**src/hdl/lrhm_pkg.sv**
```systemverilog
package lrhm_pkg;

	// widths of the pixel and luma fields
	localparam int unsigned CHAN_W = 8;
	localparam int unsigned LUMA_W = 16;

	// bt.601 luma weights in q8, offset is 16 << 8
	localparam logic [LUMA_W-1:0] COEF_R      = 16'd66;
	localparam logic [LUMA_W-1:0] COEF_G      = 16'd129;
	localparam logic [LUMA_W-1:0] COEF_B      = 16'd25;
	localparam logic [LUMA_W-1:0] LUMA_OFFSET = 16'd4096;

	// reset values of the tracked range and of the face byte
	localparam logic [LUMA_W-1:0] LUMA_MIN_INIT = '1;
	localparam logic [LUMA_W-1:0] LUMA_MAX_INIT = '0;
	localparam logic [CHAN_W-1:0] FACE_INIT     = 8'd255;

	// floor(x / 5) for x below 2^18 as (x * RECIP5) >> RECIP5_SHIFT
	localparam int unsigned       SPREAD4_W    = LUMA_W + 2;
	localparam int unsigned       RECIP5_W     = 16;
	localparam int unsigned       RECIP5_SHIFT = 18;
	localparam logic [RECIP5_W-1:0] RECIP5     = 16'd52429;

	// pass selector
	typedef enum logic {
		FUNC_GATHER   = 1'b0,
		FUNC_CLASSIFY = 1'b1
	} func_t;

	// contents of the input register
	typedef struct packed {
		func_t             func;
		logic              first;
		logic              face;
		logic [LUMA_W-1:0] luma;
	} pix_item_t;

	// q8 luma, never above 60196 so it fits 16 bits
	function automatic logic [LUMA_W-1:0] calc_luma(
		input logic [CHAN_W-1:0] r,
		input logic [CHAN_W-1:0] g,
		input logic [CHAN_W-1:0] b
	);
		logic [LUMA_W-1:0] rr;
		logic [LUMA_W-1:0] gg;
		logic [LUMA_W-1:0] bb;
		rr = {{(LUMA_W-CHAN_W){1'b0}}, r};
		gg = {{(LUMA_W-CHAN_W){1'b0}}, g};
		bb = {{(LUMA_W-CHAN_W){1'b0}}, b};
		return LUMA_W'(COEF_R * rr + COEF_G * gg + COEF_B * bb + LUMA_OFFSET);
	endfunction

endpackage

```
**src/hdl/luma_relative_highlight_mark_unit.sv**
```systemverilog
// channel   | direction | handshake              | payload
// ----------+-----------+------------------------+---------------------------------
// input     | in        | in_valid / in_stall    | func first red green blue mask_value
// result    | out       | out_valid / out_stall  | candidate luma
// config    | in        | cfg_valid / cfg_ready  | cfg_data (face_value)
//
// one pixel beat is taken per clock while in_stall is low; a classify beat moves on
// into the result register, a gather beat gives none and only updates the luma range.
// the luma range and the threshold sit between the input register and the
// result register, so a classify beat right after a gather beat sees its update.
// arst_n clears valids, the luma range (min all ones, max zero) and face_value (255).
// out_stall holds the result register; in_stall rises only when the input register
// holds a classify beat that cannot move into the full, stalled result register.
module luma_relative_highlight_mark_unit (
	input  logic                         clk,
	input  logic                         arst_n,
	// pixel input channel
	input  logic                         in_valid,
	output logic                         in_stall,
	input  logic                         func,
	input  logic                         first,
	input  logic [lrhm_pkg::CHAN_W-1:0]  red,
	input  logic [lrhm_pkg::CHAN_W-1:0]  green,
	input  logic [lrhm_pkg::CHAN_W-1:0]  blue,
	input  logic [lrhm_pkg::CHAN_W-1:0]  mask_value,
	// result channel
	output logic                         out_valid,
	input  logic                         out_stall,
	output logic                         candidate,
	output logic [lrhm_pkg::LUMA_W-1:0]  luma,
	// configuration channel
	input  logic                         cfg_valid,
	output logic                         cfg_ready,
	input  logic [lrhm_pkg::CHAN_W-1:0]  cfg_data
);
	import lrhm_pkg::*;

	logic [CHAN_W-1:0]     face_value_q;
	pix_item_t             item_s1;
	logic                  valid_s1;
	logic [LUMA_W-1:0]     luma_min_q;
	logic [LUMA_W-1:0]     luma_max_q;
	logic                  out_valid_q;
	logic                  cand_s2;
	logic [LUMA_W-1:0]     luma_s2;

	logic                  in_take;
	logic                  adv_s1;
	logic                  out_free;
	pix_item_t             item_in;
	logic [LUMA_W-1:0]     base_min;
	logic [LUMA_W-1:0]     base_max;
	logic [LUMA_W-1:0]     spread;
	logic [SPREAD4_W-1:0]  spread4;
	logic [SPREAD4_W+RECIP5_W-1:0] frac_prod;
	logic [LUMA_W-1:0]     frac;
	logic [LUMA_W-1:0]     thd;

	// configuration register, always ready
	assign cfg_ready = 1'b1;

	always_ff @(posedge clk or negedge arst_n) begin
		if (!arst_n) begin
			face_value_q <= FACE_INIT;
		end else if (cfg_valid && cfg_ready) begin
			face_value_q <= cfg_data;
		end
	end

	// handshake: input register moves on unless a classify beat is blocked
	assign out_free = !out_valid_q || !out_stall;
	assign adv_s1   = valid_s1 && ((item_s1.func == FUNC_GATHER) || out_free);
	assign in_stall = valid_s1 && !adv_s1;
	assign in_take  = in_valid && !in_stall;

	// luma and face match computed on the way into the input register
	always_comb begin
		item_in.func  = func_t'(func);
		item_in.first = first;
		item_in.face  = (mask_value == face_value_q);
		item_in.luma  = calc_luma(red, green, blue);
	end

	always_ff @(posedge clk or negedge arst_n) begin
		if (!arst_n) begin
			valid_s1 <= 1'b0;
		end else if (in_take) begin
			valid_s1 <= 1'b1;
		end else if (adv_s1) begin
			valid_s1 <= 1'b0;
		end
	end

	always_ff @(posedge clk) begin
		if (in_take) begin
			item_s1 <= item_in;
		end
	end

	// gather: range after an optional restart on the first pixel
	always_comb begin
		base_min = item_s1.first ? LUMA_MIN_INIT : luma_min_q;
		base_max = item_s1.first ? LUMA_MAX_INIT : luma_max_q;
	end

	always_ff @(posedge clk or negedge arst_n) begin
		if (!arst_n) begin
			luma_min_q <= LUMA_MIN_INIT;
			luma_max_q <= LUMA_MAX_INIT;
		end else if (adv_s1 && (item_s1.func == FUNC_GATHER)) begin
			luma_min_q <= (item_s1.face && (item_s1.luma < base_min)) ? item_s1.luma : base_min;
			luma_max_q <= (item_s1.face && (item_s1.luma > base_max)) ? item_s1.luma : base_max;
		end
	end

	// classify: threshold = min + floor(spread * 4 / 5), empty range gives zero spread
	always_comb begin
		spread    = (luma_max_q > luma_min_q) ? (luma_max_q - luma_min_q) : '0;
		spread4   = {spread, 2'b00};
		frac_prod = {{RECIP5_W{1'b0}}, spread4} * {{SPREAD4_W{1'b0}}, RECIP5};
		frac      = frac_prod[RECIP5_SHIFT +: LUMA_W];
		thd       = luma_min_q + frac;
	end

	// result register
	always_ff @(posedge clk or negedge arst_n) begin
		if (!arst_n) begin
			out_valid_q <= 1'b0;
		end else if (adv_s1 && (item_s1.func == FUNC_CLASSIFY)) begin
			out_valid_q <= 1'b1;
		end else if (!out_stall) begin
			out_valid_q <= 1'b0;
		end
	end

	always_ff @(posedge clk) begin
		if (adv_s1 && (item_s1.func == FUNC_CLASSIFY)) begin
			cand_s2 <= item_s1.face && (item_s1.luma > thd);
			luma_s2 <= item_s1.luma;
		end
	end

	assign out_valid = out_valid_q;
	assign candidate = cand_s2;
	assign luma      = luma_s2;

	// a nonzero max means a face pixel was gathered, so min cannot exceed it
	a_range_order: assert property (@(posedge clk) disable iff (!arst_n)
		(luma_max_q != '0) |-> (luma_min_q <= luma_max_q))
		else $error("luma range out of order");

	// a classify beat leaving the input register must show up as a result
	a_classify_result: assert property (@(posedge clk) disable iff (!arst_n)
		(adv_s1 && (item_s1.func == FUNC_CLASSIFY)) |=> out_valid_q)
		else $error("classify beat lost");

	// input stalls only behind a full, stalled result register
	a_stall_cause: assert property (@(posedge clk) disable iff (!arst_n)
		in_stall |-> (valid_s1 && out_valid_q && out_stall))
		else $error("input stalled without cause");

endmodule

```
**config.mk**
```make
export PLATFORM = sky130hd
export DESIGN_NAME = luma_relative_highlight_mark_unit
export DESIGN_NICKNAME = d
export VERILOG_FILES = /design/src/hdl/lrhm_pkg.sv /design/src/hdl/luma_relative_highlight_mark_unit.sv
export SDC_FILE = /design/constraint.sdc
export NUM_CORES = 1
export LEC_CHECK = 0
export ABC_AREA = 1
export CAP_MARGIN = 25
export CORE_MARGIN = 1
export CORE_UTILIZATION = 35
export DETAILED_ROUTE_END_ITERATION = 16
export DONT_BUFFER_PORTS = 1
export GPL_ROUTABILITY_DRIVEN = 0
export GPL_TIMING_DRIVEN = 0
export HOLD_SLACK_MARGIN = 0.15
export PLACE_DENSITY = 0.52
export SETUP_SLACK_MARGIN = 0.02
export SLEW_MARGIN = 10
export SYNTH_ARGS = -nofsm -noshare
export SYNTH_HDL_FRONTEND = slang
export SYNTH_SLANG_ARGS = --single-unit
```
**constraint.sdc**
```tcl
create_clock -name clk -period 8.43 [get_ports clk]
set_input_delay 1.2645 -clock clk [delete_from_list [all_inputs] [get_ports clk]]
set_output_delay 1.2645 -clock clk [all_outputs]
set_load 0.1 [all_outputs]
```
## Word-level counts from Yosys, hierarchy flattened

Cells that the tools add are included.

| word-level totals | value |
|---|---|
| flip-flop bits (word level) | 78 |
| bits in latches | 0 |
| bits in writable memories | 0 |
| ROM bits | 0 |
| input port bits | 47 |
| output and inout port bits | 20 |
| logic and storage cells | 51 |
| memories | 0 |

| cells by class | value |
|---|---|
| add/sub/neg operators | 5 |
| multiply operators | 4 |
| divide/modulo/power cells | 0 |
| order comparisons | 4 |
| equal/unequal tests | 2 |
| shift-type cells | 0 |
| mux-type cells | 9 |
| bitwise operators | 1 |
| reductions and logical operators | 15 |

Operators by type and width:

| operator | count |
|---|---|
| 16-bit two-way mux | 5 |
| 16-bit greater-than comparator | 3 |
| 16-bit by 16-bit multiplier with 32-bit output (second input constant) | 1 |
| 15-bit by 16-bit adder with 16-bit output | 1 |
| 16-bit by 13-bit adder with 16-bit output | 1 |
| 16-bit by 13-bit adder with 16-bit output (second input constant) | 1 |
| 16-bit adder | 1 |
| 16-bit less-than comparator | 1 |
| 8-bit by 8-bit multiplier with 16-bit output (first input constant) | 1 |
| 16-bit subtractor | 1 |
| 6-bit by 8-bit multiplier with 14-bit output (first input constant) | 1 |
| 5-bit by 8-bit multiplier with 13-bit output (first input constant) | 1 |
| 8-bit == test | 1 |
| 1-bit logical AND | 8 |
| 1-bit logical NOT | 4 |
| 1-bit two-way mux | 4 |
| 1-bit logical OR | 2 |
| 2-bit by 1-bit inequality test with 1-bit output (second input constant) | 1 |
| 2-bit nonzero test | 1 |
| 1-bit NOT | 1 |

## Longest topological paths before layout

| logic depth | value |
|---|---|
| word-level depth | 9 |
| gate-level depth with buffers | 55 |
| depth with buffers taken out | 55 |

## Worst setup path after synthesis

No wires, ideal clock.

| timing path | value |
|---|---|
| path kind | register to register |
| start | register luma_min_q[2] |
| end | register cand_s2, in the netlist candidate, data pin |
| library setup time | 167 ps |
| arrival time | 8425 ps |
| required time | 8263 ps |
| slack | -162 ps |
| cell stages (with the launch flop) | 49 |
| buffers on the path | 0 |
| clock period less this slack | 8592 ps |
| cell sequence | dfstp_2 inv_1 ha_1 a21oi_1 nand2_1 nand2_1 nand2_1 a21oi_1 o21ai_0 nand2_1 nand2_1 xnor2_1 nor2_1 ha_1 inv_1 fa_1 inv_1 fa_1 [... 13 more ...] o21a_1 nand3_1 nand2_1 ha_1 a21oi_1 o21ai_0 a21oi_1 o21ai_0 nand3_1 nand2_1 nand3_1 nand2_1 xor2_1 ha_1 nand4_1 nor3_1 a21oi_1 a211oi_1 |

| between the ends | value |
|---|---|
| word-level cells in the longest chain between the ends | 6 |
| elaborated cells on any way between the ends | 7 |
| classes of those cells | add/sub: 2; mul: 1; order compare: 2; mux: 1; reduce/logical: 1 |

Ends and longest elaborated chain:

| what | RTL line | source |
|---|---|---|
| from (decl) | luma_relative_highlight_mark_unit.sv:41 | `logic [LUMA_W-1:0] luma_min_q;` |
| from (signal assigned) | luma_relative_highlight_mark_unit.sv:111 | `luma_min_q <= (item_s1.face && (item_s1.luma < base_min)) ? item_s1.luma : base_min;` |
| 16-bit subtractor / 16-bit greater-than comparator (equally long branches) | luma_relative_highlight_mark_unit.sv:118 | `spread = (luma_max_q > luma_min_q) ? (luma_max_q - luma_min_q) : '0;` |
| 16-bit two-way mux | luma_relative_highlight_mark_unit.sv:118 |  |
| 16-bit by 16-bit multiplier with 32-bit output | luma_relative_highlight_mark_unit.sv:120 | `frac_prod = {{RECIP5_W{1'b0}}, spread4} * {{SPREAD4_W{1'b0}}, RECIP5};` |
| 16-bit adder * | luma_relative_highlight_mark_unit.sv:122 | `thd = luma_min_q + frac;` |
| 16-bit greater-than comparator * | luma_relative_highlight_mark_unit.sv:138 | `cand_s2 <= item_s1.face && (item_s1.luma > thd);` |
| 1-bit logical AND * | luma_relative_highlight_mark_unit.sv:138 |  |
| to (signal assigned) | luma_relative_highlight_mark_unit.sv:138 |  |
| to (decl) | luma_relative_highlight_mark_unit.sv:44 | `logic cand_s2;` |

Mark *: on every way between the ends. The rest lies on a longest branch, timed or not.
A chain may end at the register's enable or synchronous reset.

## Worst setup path after layout

Same ends and word-level chain as after synthesis.

==> summary.md <==
| Metric | Value |
|---|---|
| Grt ovf | `0` |
| Fin Hold WS | `509 ps` |
| H-tree Lvls | `3` |
| CP max-delay cell | `dfstp_2` |
| Slew headroom | `37.9%` |
| Mux cell area share after synthesis | `0.522%` |
| Post-DP HPWL | `28800 microns` |
| Ports | `67` |
| Register area share after synthesis | `16.7%` |
| Final ANT Viol Nets | `0` |
| Startpoint Class | `flop` |
| CP most frequent cell | `inv_2` |
| Synth area leader | `ha_1` |
| Hold path depth | `2` |
| Hold_buf cts | `0` |
| Clock Latency Late Sink | `340 ps` |
| Fin crit share | `103%` |
| Routed wire length | `36700 microns` |
| Mapped Area | `12900 sq um` |
| Initial Util | `35.4%` |
| GR Util All Layers | `19.9%` |
| Syn_nets | `2009` |
| Synth-to-Final Area Change | `25.1%` |
| Post-synth ARST share | `53.8%` |
| Synth Area per Inst | `8.22 sq um` |
| Achievable Freq | `0.115 GHz` |
| Synth Area in Simple Gates | `14.4%` |
| Worst slew pin tran | `933 ps` |
| Final Skew | `5.24 ps` |
| RSZ-0062 raised after global routing | `yes` |
| Synth Flop Type | `edfxtp_1` |
| Die H | `194 microns` |
| Largest buffer count on any clock path | `2` |
| Synth area leaders | `ha_1, fa_1, inv_1` |
| Cells after Synth | `1574` |
| HP Start | `face_value_q[1]` |
| Drt drc | `0` |
| Post-synth EDFFs | `36` |
| Routed vias | `10700` |
| Vias per Instance | `4.95` |
| Initial antenna violation count | `1` |
| CTS sink cnt | `78` |
| Setup ws final | `-266 ps` |
| Vias in the first global route | `11300` |
| Yosys cell types | `51` |
| CP startpoint | `luma_min_q[2]` |
| Critical Path Sink Type | `flop` |
| Fraction of synthesized cell area in xor and xnor cells | `3.79%` |
| Synth Area in Compound Gates | `10.4%` |
| Max incr delay on CP | `560 ps` |
| CP Class | `reg -> reg` |
| Top cell type's share of synthesized area | `27.1%` |
| R2R cell count | `48` |
| Total negative setup slack | `-266 ps` |
| Yosys reg bits | `78` |
| Yosys warnings | `0` |
| Worst-path fanout max | `4` |
| Layout cell share with drive strength beyond 1 | `24.9%` |
| R2r startpoint | `luma_min_q[2]` |
| Die X | `194 microns` |
| Worst hold-check path type | `reg -> reg` |
| Initial DRC Count | `541` |
| Drt pass-1 iters | `5` |
| Largest family of logic cells by synthesized area | `adder cells` |
| Largest net degree at the start of global routing | `43` |
| Final Instance Area | `16200 sq um` |
| Max Cap Violations | `0` |
| TritonCTS clock tree | `done` |
| Die ar. | `37700 sq um` |
| Post-DP Area | `13600 sq um` |
| Fin nets | `2132` |
| Failing checks | `negative setup slack` |
| Final Setup Violations | `1` |
| Fin. max-slew vios | `0` |
| Number of I/O port buffers | `0` |
| Clk slew on worst S/H paths | `60 ps` |
| Wirelength per Cell | `16.9 microns` |
| Status | `finished with violations` |
| Worst EP arrival | `8840 ps` |
| First-pass GRT wire length | `59200 microns` |
| Row Count | `70` |
| Util after Layout | `44.3%` |
| Area of the core | `36500 sq um` |
| Critical Path RT | `8570 ps` |
| Minimum clock period | `8700 ps` |
| Root Buffer | `clkbuf_16` |
| Adder-cell share of the synthesized area | `43.8%` |
| Num CTS Buffers | `9` |
| Final hold viol count | `0` |
[layer usage]
layer	routed length, microns	part of all wire, %	track usage, %
met2	17700	48	34.5
met5	0	0	0
met3	1180	3.2	1.58
met1	16900	46	26.7
met4	898	2.4	5.14
[per-stage QoR]
stage / setup WS (ps) / instances
after global routing: -694 / 2170
after detailed placement: -1410 / 2045
after CTS: -136 / 2159
after floorplan: 30.6 / 1574
after global placement: -1470 / 2042
final: -266 / 2171
[sequential cells by signal, summed over array words and instances, names as in the netlist]
name / flops
valid_s1: 1
face_value_q: 8
candidate: 1
out_valid: 1
item_s1: 19
luma: 16
luma_max_q: 16
luma_min_q: 16
[synthesized netlist by cell type (all sizes together), types with 24 or more instances]
cell type	count
o21ai	81
dfstp	24
fa	108
nand2	266
a21oi	134
edfxtp	36
nor2	99
inv	333
ha	280
xnor2	30
xor2	26
nand3	39
[critical path: cells and delay by family, from the launching register on]
kind	cells	cell delay (ps)
AOI/OAI and AO/OA	12	1870
xor gates and xnor gates	1	170
adders and majority gates	9	3620
and+or+nand+nor	14	1570
DFF	1	560
buffers and inverters	12	720
[layout make-up]
cell class                      instances  area [sq um]
Antenna cell                            1          2.50
Buffer                                 18          88.8
Clock buffer                           10           229
Clock inverter                          6           111
Fill cell                            3578         20300
Inverter                              334          1290
Multi-Input combinational cell       1144         10800
Sequential cell                        78          2160
Tap cell                              468           586
Timing Repair Buffer                  112           932
[layout by cell type, fill, tap and decap left out, types with 4 or more instances in the layout]
cell,Yosys,layout
nor2_4,2,15
o21ai_2,1,7
inv_1,330,280
xor2_2,0,5
xor2_1,26,20
buf_6,1,6
ha_4,0,48
nor3_1,12,7
inv_4,0,5
ha_1,280,229
clkbuf_16,0,9
nand3_2,1,7
nor2_1,93,71
nand4_1,10,10
buf_4,1,101
nor2_2,3,12
a21oi_1,134,100
nand2_2,6,34
edfxtp_1,36,36
o21ai_1,1,6
nand3_4,0,4
or2_2,6,4
a21oi_2,0,31
dfrtp_1,18,18
nand2_1,260,230
xnor2_1,30,28
nor4_1,5,4
a21o_1,4,4
nand3_1,38,28
clkbuf_1,14,15
mux2_2,6,6
o21ai_0,79,66
dfstp_2,24,24
inv_2,3,44
fa_1,108,101
fa_2,0,7
[path summary, 6_finish.rpt]
path                                        end  slack, ps
worst max-delay path                  candidate       -270
min in group asynchronous             out_valid        620
worst min register to register  face_value_q[1]        510
worst max register to register        candidate       -270
worst min-delay path            face_value_q[1]        510
max in group asynchronous        luma_min_q[13]       7610
[cell families after synthesis]
family,count (synthesis)
AOI/OAI and AO/OA,251
xor gates and xnor gates,56
buffers and inverters,352
adders and majority gates,388
DFF,78
and+or+nand+nor,442
other,1
muxes,6
[timing repair]
action                     CTS  global route
gates cloned                 1             0
buffers inserted            97            11
setup endpoints to repair    1             1
pin swaps                  119            45
resized for setup          256            53
Power is not shown: default switching activity piles up to over one toggle a cycle in this logic, so the estimate is an artifact.
